`src/design/ttsf_pkg.sv`:
```
// ----------------------------------------------------------------------------
// ttsf_pkg: shared types and constants of the text to segment frame writer
// Holds the transaction payload types, mode and driver register codes, the
// segment table and the fixed init frame sequence.
// ----------------------------------------------------------------------------
package ttsf_pkg;

    // Input item modes.
    localparam logic [1:0] MODE_CHAR   = 2'd0;
    localparam logic [1:0] MODE_BRIGHT = 2'd1;
    localparam logic [1:0] MODE_INIT   = 2'd2;
    localparam logic [1:0] MODE_NONE   = 2'd3;

    // Display driver register addresses.
    localparam logic [3:0] ADDR_DECODE = 4'h9;
    localparam logic [3:0] ADDR_BRIGHT = 4'hA;
    localparam logic [3:0] ADDR_SCAN   = 4'hB;
    localparam logic [3:0] ADDR_POWER  = 4'hC;
    localparam logic [3:0] ADDR_TEST   = 4'hF;

    localparam logic [7:0] POINT_BIT  = 8'h80;
    localparam logic [7:0] CHAR_POINT = 8'h2E;
    localparam logic [3:0] MAX_LEVEL  = 4'hF;
    localparam logic [2:0] INIT_COUNT = 3'd5;

    // Input transaction payload.
    typedef struct packed {
        logic [1:0] mode;
        logic       start_of_message;
        logic [7:0] value;
    } in_item_t;

    // Result transaction payload.
    typedef struct packed {
        logic [3:0] frame_address;
        logic [7:0] frame_data;
        logic       last_of_run;
    } out_item_t;

    // Message and brightness state kept between items.
    typedef struct packed {
        logic [3:0] digit_position;
        logic [7:0] held_code;
        logic       held_valid;
        logic       dot_consumed;
        logic       message_done;
        logic [3:0] last_brightness;
    } msg_state_t;

    // Frames caused by one item: up to two explicit frames or the init run.
    typedef struct packed {
        logic       init_seq;
        logic [2:0] count;
        logic [3:0] slot0_address;
        logic [7:0] slot0_data;
        logic [3:0] slot1_address;
        logic [7:0] slot1_data;
    } burst_t;

    // Segment codes for character codes 0..127; code 128 and above are blank.
    localparam logic [7:0] SEG_TABLE [0:127] = '{
        8'h00, 8'h00, 8'h00, 8'h00, 8'h00, 8'h00, 8'h00, 8'h00,
        8'h00, 8'h00, 8'h00, 8'h00, 8'h00, 8'h00, 8'h00, 8'h00,
        8'h00, 8'h00, 8'h00, 8'h00, 8'h00, 8'h00, 8'h00, 8'h00,
        8'h00, 8'h00, 8'h00, 8'h00, 8'h00, 8'h00, 8'h00, 8'h00,
        8'h00, 8'hE5, 8'hE5, 8'hE5, 8'hE5, 8'hE5, 8'hE5, 8'hE5,
        8'hE5, 8'hE5, 8'hE5, 8'hE5, 8'hE5, 8'h01, 8'hE5, 8'hE5,
        8'h7E, 8'h30, 8'h6D, 8'h79, 8'h33, 8'h5B, 8'h5F, 8'h70,
        8'h7F, 8'h7B, 8'hE5, 8'hE5, 8'hE5, 8'hE5, 8'hE5, 8'hE5,
        8'hE5, 8'h77, 8'h1F, 8'h4E, 8'h3D, 8'h4F, 8'h47, 8'h5F,
        8'h37, 8'h30, 8'h3C, 8'h87, 8'h0E, 8'hE5, 8'h76, 8'h7E,
        8'h67, 8'hFE, 8'h66, 8'h5B, 8'h0F, 8'h3E, 8'h3E, 8'hE5,
        8'h37, 8'h33, 8'h6D, 8'hE5, 8'hE5, 8'hE5, 8'hE5, 8'hE5,
        8'hE5, 8'h77, 8'h1F, 8'h0D, 8'h3D, 8'h4F, 8'h47, 8'h5F,
        8'h17, 8'h30, 8'h3C, 8'h87, 8'h0E, 8'hE5, 8'h15, 8'h1D,
        8'h67, 8'h73, 8'h05, 8'h5B, 8'h0F, 8'h1C, 8'h1C, 8'hD3,
        8'h37, 8'h33, 8'h6D, 8'hE5, 8'hE5, 8'hE5, 8'hE5, 8'hE5
    };

    // Segment code of a character.
    function automatic logic [7:0] seg_code(input logic [7:0] ch);
        seg_code = ch[7] ? 8'h00 : SEG_TABLE[ch[6:0]];
    endfunction

    // Address and data of one frame of the driver setup sequence.
    function automatic logic [11:0] init_frame(input logic [2:0] idx);
        logic [11:0] f;
        unique case (idx)
            3'd0:    f = {ADDR_TEST,   8'h00};
            3'd1:    f = {ADDR_SCAN,   8'h07};
            3'd2:    f = {ADDR_DECODE, 8'h00};
            3'd3:    f = {ADDR_BRIGHT, 8'h0A};
            3'd4:    f = {ADDR_POWER,  8'h01};
            default: f = {ADDR_POWER,  8'h01};
        endcase
        init_frame = f;
    endfunction

endpackage

```
`src/design/text_to_segment_frame_writer.sv`:
```
// ----------------------------------------------------------------------------
// text_to_segment_frame_writer: text characters to display driver frames
// Maps characters to segment codes, folds periods into the previous digit,
// and serializes the frames of each item onto the result channel.
// ----------------------------------------------------------------------------
// The first frame of an item is offered in the cycle after acceptance.
// Throughput: while m_ready is high, one item per cycle if each causes at most one frame;
// an item with n frames (n up to 5) occupies the frame buffer for n result
// transactions, so the result channel's accept rate sets the item rate.
// Reset: synchronous active-low aresetn clears message state, the last
// brightness level and any frames not yet delivered.
module text_to_segment_frame_writer #(
    parameter int DIGITS = 8
) (
    input  logic                aclk,
    input  logic                aresetn,
    input  logic                s_valid,
    output logic                s_ready,
    input  ttsf_pkg::in_item_t  s_data,
    output logic                m_valid,
    input  logic                m_ready,
    output ttsf_pkg::out_item_t m_data
);
    import ttsf_pkg::*;

    msg_state_t state_reg;
    msg_state_t state_next;
    burst_t     burst_new;

    logic       init_reg;
    logic [2:0] count_reg;
    logic [2:0] idx_reg;
    logic [3:0] slot0_address_reg;
    logic [7:0] slot0_data_reg;
    logic [3:0] slot1_address_reg;
    logic [7:0] slot1_data_reg;

    logic        s_accept;
    logic        m_accept;
    logic        last_frame;
    logic [11:0] init_f;

    // Per-item decode.
    ttsf_item_logic #(
        .DIGITS(DIGITS)
    ) u_item_logic (
        .item      (s_data),
        .state_cur (state_reg),
        .state_next(state_next),
        .burst     (burst_new)
    );

    // Handshakes: a new item is taken when the buffer is empty or empties this cycle.
    assign m_valid    = (count_reg != 3'd0);
    assign last_frame = (idx_reg == count_reg - 3'd1);
    assign m_accept   = m_valid && m_ready;
    assign s_ready    = !m_valid || (m_ready && last_frame);
    assign s_accept   = s_valid && s_ready;

    // Message state register.
    always_ff @(posedge aclk) begin
        if (!aresetn) begin
            state_reg <= '0;
        end else if (s_accept) begin
            state_reg <= state_next;
        end
    end

    // Frame buffer control.
    always_ff @(posedge aclk) begin
        if (!aresetn) begin
            count_reg <= 3'd0;
            idx_reg   <= 3'd0;
            init_reg  <= 1'b0;
        end else if (s_accept) begin
            count_reg <= burst_new.count;
            idx_reg   <= 3'd0;
            init_reg  <= burst_new.init_seq;
        end else if (m_accept) begin
            if (last_frame) begin
                count_reg <= 3'd0;
                idx_reg   <= 3'd0;
            end else begin
                idx_reg <= idx_reg + 3'd1;
            end
        end
    end

    // Frame buffer payload.
    always_ff @(posedge aclk) begin
        if (s_accept) begin
            slot0_address_reg <= burst_new.slot0_address;
            slot0_data_reg    <= burst_new.slot0_data;
            slot1_address_reg <= burst_new.slot1_address;
            slot1_data_reg    <= burst_new.slot1_data;
        end
    end

    // Output frame selection.
    assign init_f = init_frame(idx_reg);
    always_comb begin
        if (init_reg) begin
            m_data.frame_address = init_f[11:8];
            m_data.frame_data    = init_f[7:0];
        end else if (idx_reg == 3'd0) begin
            m_data.frame_address = slot0_address_reg;
            m_data.frame_data    = slot0_data_reg;
        end else begin
            m_data.frame_address = slot1_address_reg;
            m_data.frame_data    = slot1_data_reg;
        end
        m_data.last_of_run = last_frame;
    end

    // The frame index stays inside the buffered run.
    a_idx_in_run: assert property (@(posedge aclk) disable iff (!aresetn)
        m_valid |-> (idx_reg < count_reg))
        else $error("frame index beyond buffered run");

    // Only the init run holds more than two frames.
    a_run_length: assert property (@(posedge aclk) disable iff (!aresetn)
        (m_valid && !init_reg) |-> (count_reg <= 3'd2))
        else $error("character or brightness run longer than two frames");

    // An accepted init item loads a full five-frame run.
    a_init_load: assert property (@(posedge aclk) disable iff (!aresetn)
        (s_accept && s_data.mode == MODE_INIT) |=>
            (m_valid && init_reg && count_reg == INIT_COUNT && idx_reg == 3'd0))
        else $error("init item did not load the setup run");

    // A finished message holds no digit.
    a_done_empty: assert property (@(posedge aclk) disable iff (!aresetn)
        state_reg.message_done |-> !state_reg.held_valid)
        else $error("digit held after message end");

endmodule

```
`src/design/ttsf_item_logic.sv`:
```
// ----------------------------------------------------------------------------
// ttsf_item_logic: per-item decode and state update
// Works out, for one input item, the next message state and the frames that
// the item causes.
// ----------------------------------------------------------------------------
module ttsf_item_logic #(
    parameter int DIGITS = 8
) (
    input  ttsf_pkg::in_item_t   item,
    input  ttsf_pkg::msg_state_t state_cur,
    output ttsf_pkg::msg_state_t state_next,
    output ttsf_pkg::burst_t     burst
);
    import ttsf_pkg::*;

    msg_state_t base;
    logic [7:0] code;
    logic [3:0] pos_inc;
    logic       flush;
    logic [3:0] level;

    // Start of a new message clears the message state before the character.
    always_comb begin
        base = state_cur;
        if (item.start_of_message) begin
            base.digit_position = 4'd0;
            base.held_code      = 8'h00;
            base.held_valid     = 1'b0;
            base.dot_consumed   = 1'b0;
            base.message_done   = 1'b0;
        end
    end

    assign code    = seg_code(item.value);
    assign pos_inc = base.digit_position + 4'd1;
    assign flush   = (pos_inc >= 4'(DIGITS));
    assign level   = (item.value > {4'h0, MAX_LEVEL}) ? MAX_LEVEL : item.value[3:0];

    // Next state and frames for each mode.
    always_comb begin
        state_next = state_cur;
        burst      = '0;
        unique case (item.mode)
            MODE_CHAR: begin
                state_next = base;
                if (base.message_done) begin
                    // Characters after the last digit are dropped.
                end else if (item.value == CHAR_POINT && !base.dot_consumed) begin
                    state_next.dot_consumed = 1'b1;
                    if (base.held_valid) begin
                        state_next.held_code = base.held_code | POINT_BIT;
                    end
                end else begin
                    state_next.dot_consumed   = 1'b0;
                    state_next.held_code      = code;
                    state_next.held_valid     = !flush;
                    state_next.message_done   = flush;
                    state_next.digit_position = pos_inc;
                    if (base.held_valid) begin
                        burst.slot0_address = base.digit_position;
                        burst.slot0_data    = base.held_code;
                        burst.slot1_address = pos_inc;
                        burst.slot1_data    = code;
                        burst.count         = flush ? 3'd2 : 3'd1;
                    end else if (flush) begin
                        burst.slot0_address = pos_inc;
                        burst.slot0_data    = code;
                        burst.count         = 3'd1;
                    end
                end
            end
            MODE_BRIGHT: begin
                if (level != state_cur.last_brightness) begin
                    state_next.last_brightness = level;
                    burst.slot0_address        = ADDR_BRIGHT;
                    burst.slot0_data           = {4'h0, level};
                    burst.count                = 3'd1;
                end
            end
            MODE_INIT: begin
                state_next.digit_position = 4'd0;
                state_next.held_code      = 8'h00;
                state_next.held_valid     = 1'b0;
                state_next.dot_consumed   = 1'b0;
                state_next.message_done   = 1'b0;
                burst.init_seq            = 1'b1;
                burst.count               = INIT_COUNT;
            end
            MODE_NONE: begin
                // Reserved mode: no frames, no state change.
            end
        endcase
    end

endmodule

```
`config.mk`:
```
export PLATFORM = sky130hd
export DESIGN_NAME = text_to_segment_frame_writer
export DESIGN_NICKNAME = d
export VERILOG_FILES = /design/src/design/ttsf_pkg.sv /design/src/design/text_to_segment_frame_writer.sv /design/src/design/ttsf_item_logic.sv
export SDC_FILE = /design/constraint.sdc
export NUM_CORES = 1
export LEC_CHECK = 0
export BUFFER_PORTS_ARGS = -buffer_cell sky130_fd_sc_hd__clkbuf_2
export CAP_MARGIN = 20
export CORE_MARGIN = 5
export CORE_UTILIZATION = 55
export CTS_BUF_LIST = sky130_fd_sc_hd__clkbuf_16
export DETAILED_ROUTE_END_ITERATION = 12
export GPL_TIMING_DRIVEN = 0
export PLACE_DENSITY = 0.77
export SETUP_SLACK_MARGIN = 0.2
export SYNTH_ARGS = -nofsm -noshare
export SYNTH_HDL_FRONTEND = slang
export SYNTH_SLANG_ARGS = --single-unit
```
`constraint.sdc`:
```
create_clock -name aclk -period 2.1 [get_ports aclk]
set_input_delay 0.21 -clock aclk [delete_from_list [all_inputs] [get_ports aclk]]
set_output_delay 0.21 -clock aclk [all_outputs]
set_load 0.005 [all_outputs]
```
==> summary.md, run 1 <==
| Metric | Value |
|---|---|
| Nature of the critical path endpoint | `flop` |
| Crit path kind | `reg2reg` |
| Final ANT Viol Nets | `0` |
| Post-synthesis compound-gate area fraction | `0.225` |
| # setup viols final | `18` |
| Clk_lat worst skew | `~0.29 ns` |
| Largest family of logic cells by synthesized area | `simple AND/OR/NAND/NOR gates` |
| Diodes inserted | `0` |
| Post-synth ARST share | `0` |
| CP max stage delay | `between 0.3 and 0.4 ns` |
| Most frequent cell on the critical path | `buf_6` |
| Initial DRT Pass Iterations | `5` |
| Core area | `between 0.006 and 0.007 mm²` |
| Grt ovf | `0` |
| Yosys Warn Count | `0` |
| CP cell instances | `inv_4 > ha_4 > xor2_4 > a41oi_4 > buf_4 > buf_6 > buf_6 > buf_6 > nor4b_1 > a32o_1` |
| Wire length per cell | `a little under 20 µm` |
| Post-synth EDFFs | `24` |
| CTS tree | `built` |
| Crit-path max FO | `3` |
| Actual slew at the worst max-slew pin | `between 0.6 and 0.7 ns` |
| Worst Hold Class | `in2reg` |
| Htree depth | `2` |
| 1st-iter DRT viols | `about 310` |
| Final Worst Setup Slack | `-0.109 ns` |
| Status | `finished with violations` |
| Max cap viols | `0` |
| Initial Util | `0.567` |
| Port Buffer Count | `28` |
| Cell family with most CP delay | `buffers and inverters` |
| Post-Place Setup Slack | `-0.724 ns` |
| Pwr dens | `approximately 530 mW/mm²` |
| Layout cell share with drive strength beyond 1 | `0.342` |
| Detailed Place HPWL | `~7300 µm` |
| Vias | `approximately 3800` |
| Clock-pin transition on the worst setup and hold timing paths | `roughly 0.07 ns` |
| Routed WL | `approximately 12000 µm` |
| Unrepaired setup endpoints after global routing | `yes` |
| Worst Hold Margin | `between 0.2 and 0.3 ns` |
| Final hold vios | `0` |
| Crit path buffers/inverters | `5` |
| Longest Clk Path Bufs | `2` |
| DIE HEIGHT | `about 91 µm` |
| Max-slew headroom | `0.597` |
| Clock Sinks | `50` |
| Fin crit period | `2.21 ns` |
| GPL Wtd Cong | `around 1` |
| CP startpoint kind | `flop` |
| Synth Instances | `437` |
| Largest cells by area after synthesis | `edfxtp_1 (20%), dfxtp_1 (14%), ha_1 (5.9%)` |
| Synth Area in Simple Gates | `0.267` |
| GRT Util Overall | `0.248` |
| Via density per instance | `roughly 6.5` |
| Crit share post-route | `1.05` |
| Mux contribution to synthesized area | `0.0287` |
| Largest area contributor in the netlist | `edfxtp_1` |
| Num ports | `30` |
| Part of the Yosys area used for sequential elements | `0.343` |
| Largest net degree at the start of global routing | `15` |
| Avg Inst Size Synth | `about 8.3 µm²` |
| Slew Viols, Final | `0` |
| Total Neg Setup Slack | `-0.831 ns` |
| Static leakage | `approximately 0.0018 µW` |
| CTS root buf | `clkbuf_16` |
| Req. time, crit path | `approximately 2.3 ns` |
| Initial antenna violation count | `0` |
| Slowest cell on crit path | `dfxtp_2` |
| Register area | `between 0.001 and 0.0015 mm²` |
| Synth cell types | `68` |
| TritonCTS buffer count | `5` |
| Crit path DAT | `about 2.4 ns` |
| First-pass GRT wire length | `17200 µm` |
| Syn Nets | `around 470` |
| Die width | `between 90 and 100 µm` |
| Synth Flop Type | `dfxtp_1` |
| Layout area overhead | `36.4%` |
| Vias in the first global route | `3512` |
| Mapped cell area | `roughly 0.0036 mm²` |
| Xor and xnor area share after synthesis | `0.0304` |
| Filler instances | `418` |
| Net count reported at finish | `between 500 and 600` |
| Synth Area in Adders | `0.0588` |
| Yosys reg bits | `50` |
| Max Fclk | `~0.45 GHz` |
| Multi-input gate area | `approximately 0.0027 mm²` |
| Max rail drop VDD | `0.000450 V` |
| Failing checks | `negative setup slack` |
| Synth top area share | `0.199` |
| Layout Skew | `between 0.01 and 0.015 ns` |
| Max FFs per register | `19` |
| Drc violations | `0` |
| Die area | `~0.0083 mm²` |
| # rows | `29` |
## tightest hold or removal path: stages
cell and delay, ns:
clkbuf_2 0.11, nand2_1 0.08, nand2_1 0.07, a21boi_1 0.05
## cell type report
type                       instances  share of cell area
buffer                            28              0.0385
clock buffer                       6              0.0304
clock inverter                     2             0.00152
inverter                          15              0.0160
multi-input combinational        344               0.539
sequential                        50               0.254
tap                               77              0.0195
timing repair buffer              58              0.0963
timing repair inverter             3             0.00456
## where the power goes
part / switching (µW) / internal (µW) / total [µW]
Clock: 341 / 506 / 847
Sequential: 27.1 / 1070 / 1100
Combinational: 387 / 295 / 682
Total: 755 / 1870 / 2630
## worst paths after layout
path	startpoint	endpoint	slack, ns	cells past startpoint
setup / recovery	count_reg[0]	state_reg[17]	-0.11	10
setup reg to reg	count_reg[0]	state_reg[17]	-0.11	10
hold / removal	m_ready	count_reg[2]	0.28	4
hold reg to reg	state_reg[12]	state_reg[12]	0.46	2
## timing repair
| item | in CTS | in global routing |
|---|---|---|
| pin swaps | 11 | 29 |
| resized for setup | 61 | 91 |
| gates cloned | 4 | 1 |
| setup endpoints to repair | 85 | 80 |
| buffers inserted | 15 | 13 |
| hold buffers | 0 | 0 |
| endpoints found under the hold margin | 0 | 0 |
## synth_stat cells (all sizes together), types with 6 or more instances
cell and n:
nor3 12, a31oi 6, a211oi 6, a21boi 6, nand3 14, o211ai 7, o21ai 22, mux2i 7
nand2 55, clkbuf 23, nor2b 22, a21oi 24, dfxtp 26, a22oi 8, ha 17, inv 15
nor2 44, nand2b 15, edfxtp 24
## per-layer routing
| layer | vias to the layer above | GRT usage | wire length (µm) |
|---|---|---|---|
| met1 | 1773 | 0.353 | 4670 |
| li1 | 1727 | - | - |
| met3 | 43 | 0.0446 | 1130 |
| met2 | 249 | 0.386 | 5420 |
| met4 | 0 | 0.0709 | 365 |
| met5 | - | 0 | 0 |
## placed cells by master, fill, tap and decap left out, drive strengths merged, types with 3 or more instances in the layout
cell	instances
and3	4
o22ai	4
dfxtp	26
clkbuf	47
nand3	14
a22oi	8
xor2	5
and2	4
o221ai	3
o21ai	22
or2	4
nand2b	15
mux2	3
o31ai	3
nor3b	5
a21oi	24
nor2b	22
ha	17
edfxtp	24
a31oi	6
o211ai	7
inv	15
buf	45
a211oi	6
nand2	55
a21boi	6
clkinvlp	5
mux2i	7
xnor2	5
nor3	12
nor2	44
a32oi	5
## per-stage QoR
step / cell area [µm²] / std cells / util / power (µW)
after global routing: 4940 / 583 / 0.773 / 2720
final: 4940 / 583 / 0.773 / 2630
after floorplan: 3700 / 437 / - / 1440
after CTS: 4500 / 569 / 0.704 / 2510
after global placement: 3940 / 542 / 0.616 / 1590
after detailed placement: 3940 / 542 / 0.616 / 1600
## cell families (layout without fill, tap and decap cells)
kind of cell / count (synthesis) / in the layout
AO/OA/AOI/OAI: 117 / 117
XOR/XNOR: 11 / 11
adder cells (fa/ha/maj): 17 / 17
buffers and inverters: 43 / 112
flip-flops: 50 / 50
multiplexers: 10 / 10
AND/OR/NAND/NOR: 189 / 189
No activity file was read; power rests on OpenSTA's default activity.
==> run 2, diff against run 1 <==
--- a/config.mk
+++ b/config.mk
@@ -5,6 +5,7 @@
 export SDC_FILE = /design/constraint.sdc
 export NUM_CORES = 1
 export LEC_CHECK = 0
+export ABC_AREA = 1
 export BUFFER_PORTS_ARGS = -buffer_cell sky130_fd_sc_hd__clkbuf_2
 export CAP_MARGIN = 20
 export CORE_MARGIN = 5
==> constraint.sdc (replaced) <==
create_clock -name aclk -period 2.1 [get_ports aclk]
set_input_delay 0.21 -clock aclk [delete_from_list [all_inputs] [get_ports aclk]]
set_output_delay 0.21 -clock aclk [all_outputs]
set_load 0.1 [all_outputs]
==> summary.md, run 2 <==
| Metric | Value |
|---|---|
| Wire length per cell | `approximately 19 µm` |
| Total Neg Setup Slack | `0 ns` |
| Synth Flop Type | `dfxtp_1` |
| Largest net degree at the start of global routing | `28` |
| Worst Hold Class | `in2reg` |
| Port Buffer Count | `28` |
| Synth top area share | `0.191` |
| Vias | `around 4100` |
| Origin of the critical flop-to-flop path | `count_reg[0]` |
| Top cells by count, synth | `nand2_1 (154), nor2_1 (71), inv_1 (48)` |
| Net count reported at finish | `642` |
| Reg-to-reg slack, setup | `0.12 ns` |
| GRT Util Overall | `0.267` |
| CP cell instances | `inv_4 > ha_4 > inv_4 > nor2_4 > buf_4 > o21ai_1 > o211ai_1 > clkbuf_8` |
| Clock network fraction of design power | `0.276` |
| Post-synth EDFFs | `24` |
| Initial DRT Pass Iterations | `5` |
| Die width | `92.8 µm` |
| Core area | `between 0.006 and 0.007 mm²` |
| CP max stage delay | `roughly 0.37 ns` |
| Largest area contributor in the netlist | `edfxtp_1` |
| Mapped cell area | `roughly 0.0038 mm²` |
| Diodes inserted | `0` |
| Fin crit period | `about 2.1 ns` |
| Crit path kind | `reg2out` |
| Clock-pin transition on the worst setup and hold timing paths | `approximately 0.070 ns` |
| Status | `finished clean` |
| Most frequent cells in the layout | `nand2_1 (141), nor2_1 (49), nand3_1 (42)` |
| Max-slew headroom | `0.632` |
| Clock Sinks | `50` |
| Max Fclk | `approximately 0.48 GHz` |
| Routed WL | `12900 µm` |
| Die area | `approximately 0.0086 mm²` |
| Nature of the critical path endpoint | `primary output` |
| Syn Nets | `590` |
| # setup viols final | `0` |
| DIE HEIGHT | `92.8 µm` |
| CTS tree | `built` |
| CP startpoint kind | `flop` |
| Yosys Warn Count | `0` |
| Post-synth ARST share | `0` |
| First-pass GRT wire length | `about 19000 µm` |
| Final instance area | `about 0.0050 mm²` |
| Max FFs per register | `19` |
| Cells after DPL | `about 670` |
| Synth Instances | `558` |
| Layout Skew | `approximately 0.0064 ns` |
| Synth cell types | `39` |
| 1st-iter DRT viols | `450` |
| Crit-path max FO | `4` |
| Slew Viols, Final | `0` |
| Post-Place Setup Slack | `-0.0773 ns` |
| Drc violations | `0` |
| Most common cell after layout, fill and taps aside | `nand2_1` |
| Pwr dens | `584 mW/mm²` |
| Reg2reg end | `state_reg[1]` |
| Crit path DAT | `around 1.9 ns` |
| Num ports | `30` |
| Clk_lat worst skew | `0.29 ns` |
| Actual slew at the worst max-slew pin | `about 0.55 ns` |
| Layout cell share with drive strength beyond 1 | `0.286` |
| Unrepaired setup endpoints after global routing | `yes` |
| CTS root buf | `clkbuf_16` |
| Htree depth | `2` |
| Initial Util | `0.562` |
| Reg2reg path depth | `15` |
| Yosys reg bits | `50` |
| Max rail drop VDD | `0.000287 V` |
| Avg Inst Size Synth | `about 6.8 µm²` |
| TritonCTS buffer count | `5` |
| Vias in the first global route | `between 3000 and 4000` |
| Part of the Yosys area used for sequential elements | `0.329` |
| Grt ovf | `0` |
| Crit share post-route | `0.988` |
| Via density per instance | `between 5 and 6` |
| Final ANT Viol Nets | `0` |
| Layout area overhead | `32.3%` |
| Largest cells by area after synthesis | `edfxtp_1 (19%), nand2_1 (15%), dfxtp_1 (14%)` |
| Non-Filler Instances | `just under 700` |
| Worst Hold End | `count_reg[0]` |
| Most frequent cell after synthesis | `nand2_1` |
| Worst hold path depth | `3` |
| Detailed Place HPWL | `approximately 8300 µm` |
| Slowest cell on crit path | `dfxtp_4` |
| Cell Area, Placed | `approximately 0.0042 mm²` |
| Req. time, crit path | `about 1.9 ns` |
| # rows | `30` |
| Int Pwr | `around 1900 µW` |
| Seq pwr share | `0.380` |
| Most frequent cell on the critical path | `inv_4` |
| Longest Clk Path Bufs | `2` |
| Logic pwr share | `0.344` |
| Final hold vios | `0` |
| Static leakage | `slightly above 0.002 µW` |
| Initial antenna violation count | `0` |
| Max cap viols | `0` |
| HP Start | `aresetn` |
| GPL Wtd Cong | `about 1` |
| Switching part of the total | `0.365` |
| Final core utilization | `0.743` |
| Final Worst Setup Slack | `approximately 0.024 ns` |
| Switching pwr | `~1100 µW` |
-- run 2: area by class of cell --
| cell class | instances | area, µm² |
|---|---|---|
| Clock buffer | 5 | 125 |
| Timing Repair inverter | 1 | 8.76 |
| Fill cell | 502 | 1730 |
| Tap cell | 80 | 100 |
| Buffer | 20 | 149 |
| Timing Repair Buffer | 44 | 536 |
| Multi-Input combinational cell | 428 | 2540 |
| Clock inverter | 3 | 16.3 |
| Sequential cell | 50 | 1250 |
| Inverter | 60 | 263 |
-- run 2: through the flow --
stage	hold slack (ns)	power, µW
finish	0.265	2910
global route	0.284	3020
CTS	0.234	2780
detailed placement	0.470	1890
global placement	0.460	1880
floorplan	0.308	1730
-- run 2: worst max path at each step --
stage | cells after the start | end | start
global route | 9 | m_data[3] | idx_reg[1]
global placement | 13 | slot0_data_reg[7] | s_data[0]
detailed placement | 13 | slot0_data_reg[7] | s_data[0]
CTS | 8 | m_data[10] | idx_reg[0]
finish | 8 | m_data[1] | idx_reg[1]
floorplan | 6 | m_data[1] | idx_reg[0]
-- run 2: kinds of logic (layout without fill, tap and decap cells) --
logic type	count (synthesis)	count (layout)	synth area share
adders and majority gates	17	17	0.0563
and+or+nand+nor	301	301	0.352
buffers and inverters	80	133	0.0908
AOI/OAI and AO/OA	105	105	0.160
xor gates and xnor gates	5	5	0.0116
DFF	50	50	0.329
-- run 2: routing by layer --
metal	wire length, µm	vias up	global-route usage
li1	-	1948	-
met1	5250	1884	0.350
met2	6270	214	0.443
met3	832	49	0.0357
met4	548	0	0.105
met5	0	-	0
-- run 2: power groups by stage --
stage | clock network (µW) | logic (µW) | registers (µW)
2_1_floorplan | 0 | 616 | 1110
3_3_place_gp | 0 | 765 | 1120
3_5_place_dp | 0 | 769 | 1120
4_1_cts | 790 | 888 | 1100
5_1_grt | 849 | 1060 | 1110
6_report | 803 | 1000 | 1110
-- run 2: critical path: cells and delay by family, from the launching register on --
kind | cells | cell delay, ns
DFF | 1 | 0.37
and+or+nand+nor | 1 | 0.17
buffers and inverters | 4 | 0.56
adders and majority gates | 1 | 0.13
AOI/OAI and AO/OA | 2 | 0.34
-- run 2: repair_timing --
action,CTS,global route
cloned,2,1
hold buffers,0,0
setup endpoints to repair,30,45
pin swaps,6,17
setup buffers,3,11
gates resized for setup,65,72
==> run 3, diff against run 2 <==
--- a/config.mk
+++ b/config.mk
@@ -6,7 +6,7 @@
 export NUM_CORES = 1
 export LEC_CHECK = 0
 export ABC_AREA = 1
-export BUFFER_PORTS_ARGS = -buffer_cell sky130_fd_sc_hd__clkbuf_2
+export BUFFER_PORTS_ARGS = -buffer_cell sky130_fd_sc_hd__buf_2
 export CAP_MARGIN = 20
 export CORE_MARGIN = 5
 export CORE_UTILIZATION = 55
@@ -14,6 +14,7 @@
 export DETAILED_ROUTE_END_ITERATION = 12
 export GPL_TIMING_DRIVEN = 0
 export PLACE_DENSITY = 0.77
+export REMOVE_ABC_BUFFERS = 1
 export SETUP_SLACK_MARGIN = 0.2
 export SYNTH_ARGS = -nofsm -noshare
 export SYNTH_HDL_FRONTEND = slang
==> summary.md, run 3 (synthesis gave the netlist of run 2 again) <==
| Metric | Value |
|---|---|
| Via density per instance | `about 6.0` |
| Nature of the critical path endpoint | `primary output` |
| Non-Filler Instances | `686` |
| Static leakage | `approximately 0.0020 µW` |
| 1st-iter DRT viols | `398` |
| Reg-to-reg slack, setup | `between 0.1 and 0.15 ns` |
| Crit-path max FO | `3` |
| TritonCTS buffer count | `5` |
| Die area | `about 0.0086 mm²` |
| # rows | `30` |
| Post-Place Setup Slack | `-0.309 ns` |
| Most frequent cells in the layout | `nand2_1 (151), nor2_1 (55), nand3_1 (42)` |
| Fin crit period | `2.07 ns` |
| Status | `finished with violations` |
| Final instance area | `roughly 0.0047 mm²` |
| Die width | `approximately 93 µm` |
| Max FFs per register | `19` |
| Reg2reg path depth | `15` |
| Core area | `0.00672 mm²` |
| Filler instances | `between 500 and 600` |
| Initial antenna violation count | `0` |
| Clock Sinks | `50` |
| Worst Hold End | `count_reg[0]` |
| Cells after DPL | `647` |
| Max cap viols | `0` |
| CP startpoint kind | `flop` |
| Actual slew at the worst max-slew pin | `about 0.56 ns` |
| GRT Util Overall | `0.244` |
| Final hold vios | `0` |
| Crit path DAT | `between 1.5 and 2 ns` |
| Register area | `between 0.001 and 0.0015 mm²` |
| Max rail drop VDD | `0.000308 V` |
| Worst hold path depth | `3` |
| Max-slew headroom | `0.623` |
| Failing checks | `design-rule violations` |
| Pwr dens | `between 500 and 600 mW/mm²` |
| Worst Hold Class | `in2reg` |
| Multi-input gate area | `between 0.002 and 0.0025 mm²` |
| Crit path kind | `reg2out` |
| DIE HEIGHT | `a little over 90 µm` |
| Origin of the critical flop-to-flop path | `count_reg[0]` |
| Initial DRT Pass Iterations | `9` |
| CTS tree | `built` |
| Layout cell share with drive strength beyond 1 | `0.248` |
| Cell Area, Placed | `0.00390 mm²` |
| CTS root buf | `clkbuf_16` |
| Clock-pin transition on the worst setup and hold timing paths | `around 0.070 ns` |
| Post-layout power | `2810 µW` |
| Port Buffer Count | `29` |
| Vias | `4103` |
| Initial Util | `0.562` |
| Reg2reg end | `state_reg[1]` |
| Layout area overhead | `24.3%` |
| Htree depth | `2` |
| Most common cell after layout, fill and taps aside | `nand2_1` |
| Slew Viols, Final | `0` |
| Crit share post-route | `0.987` |
| Net count reported at finish | `between 600 and 700` |
| Final Worst Setup Slack | `0.0281 ns` |
| Layout Skew | `between 0.005 and 0.006 ns` |
| First-pass GRT wire length | `approximately 17000 µm` |
| Largest net degree at the start of global routing | `19` |
| Grt ovf | `0` |
| Detailed Place HPWL | `7290 µm` |
| Routed WL | `between 10000 and 15000 µm` |
| Vias in the first global route | `3489` |
| Max Fclk | `0.483 GHz` |
| Final ANT Viol Nets | `0` |
| Num ports | `30` |
| Unrepaired setup endpoints after global routing | `yes` |
| Longest Clk Path Bufs | `2` |
| Final core utilization | `0.698` |
| # setup viols final | `0` |
| Clk_lat worst skew | `just under 0.3 ns` |
| HP Start | `aresetn` |
| Cts hold-fix bufs | `0` |
| Drc violations | `4` |
| Req. time, crit path | `between 1.5 and 2 ns` |
| GPL Wtd Cong | `around 0.95` |
| Wire length per cell | `between 15 and 20 µm` |
## run 3: cell types whose count changed in the layout (fill, tap and decap cells not counted), sizes merged
cell / before / now
inv: 59 / 55
buf: 36 / 53
nor2: 84 / 86
clkinvlp: 1 / 2
clkbuf: 33 / 8
diode: 0 / 1
clkinv: 4 / 7
## run 3: worst max path at each step
| stage | start | end | slack (ns) | cells past startpoint |
|---|---|---|---|---|
| 4_1_cts | idx_reg[0] | m_data[2] | 0.05 | 7 |
| 2_1_floorplan | idx_reg[1] | m_data[2] | -2.67 | 6 |
| 3_5_place_dp | idx_reg[0] | m_data[2] | -0.31 | 8 |
| 5_1_grt | count_reg[0] | state_reg[1] | -0.02 | 15 |
| 3_3_place_gp | idx_reg[1] | m_data[2] | -0.22 | 8 |
| 6_report | idx_reg[0] | m_data[1] | 0.03 | 8 |
## run 3: critical path, cell delays in order, from the launching register on
cell and delay, ns:
dfxtp_4 0.37, buf_4 0.14, ha_1 0.21, inv_2 0.08, nor2_4 0.04, nor2_2 0.15, nand3_2 0.15, o211ai_1 0.16
buf_6 0.26
## run 3: where the power goes
part	switching, µW	leakage, µW	internal (µW)
registers	28.3	0.000455	1070
logic	629	0.00144	277
clock network	372	0.0000672	436
total	1030	0.00196	1780
## run 3: final cells by class
| cell class | count | area share |
|---|---|---|
| clock buffer | 5 | 0.0267 |
| timing repair buffer | 56 | 0.110 |
| inverter | 60 | 0.0557 |
| timing repair inverter | 1 | 0.00347 |
| clock inverter | 3 | 0.00347 |
| tap | 80 | 0.0213 |
| antenna | 1 | 0.000533 |
| sequential | 50 | 0.268 |
| multi-input combinational | 430 | 0.511 |
## run 3: layer usage
metal | track usage | routed length [µm]
met1 | 0.325 | 4600
met2 | 0.412 | 5830
met3 | 0.0276 | 849
met4 | 0.0806 | 551
met5 | 0 | 0
## run 3: metrics by stage
stage	hold WS, ns	setup TNS, ns
after floorplan	0.308	-38.57
after global placement	0.458	-2.60
after detailed placement	0.466	-3.90
after CTS	0.221	0
after global routing	0.257	-0.0282
final	0.245	0
## run 3: timing repair
item | 4_1_cts | 5_1_grt
endpoints found under the setup margin | 74 | 74
cloned | 2 | 1
resized for setup | 56 | 74
setup buffers | 13 | 14
pin swaps | 5 | 25
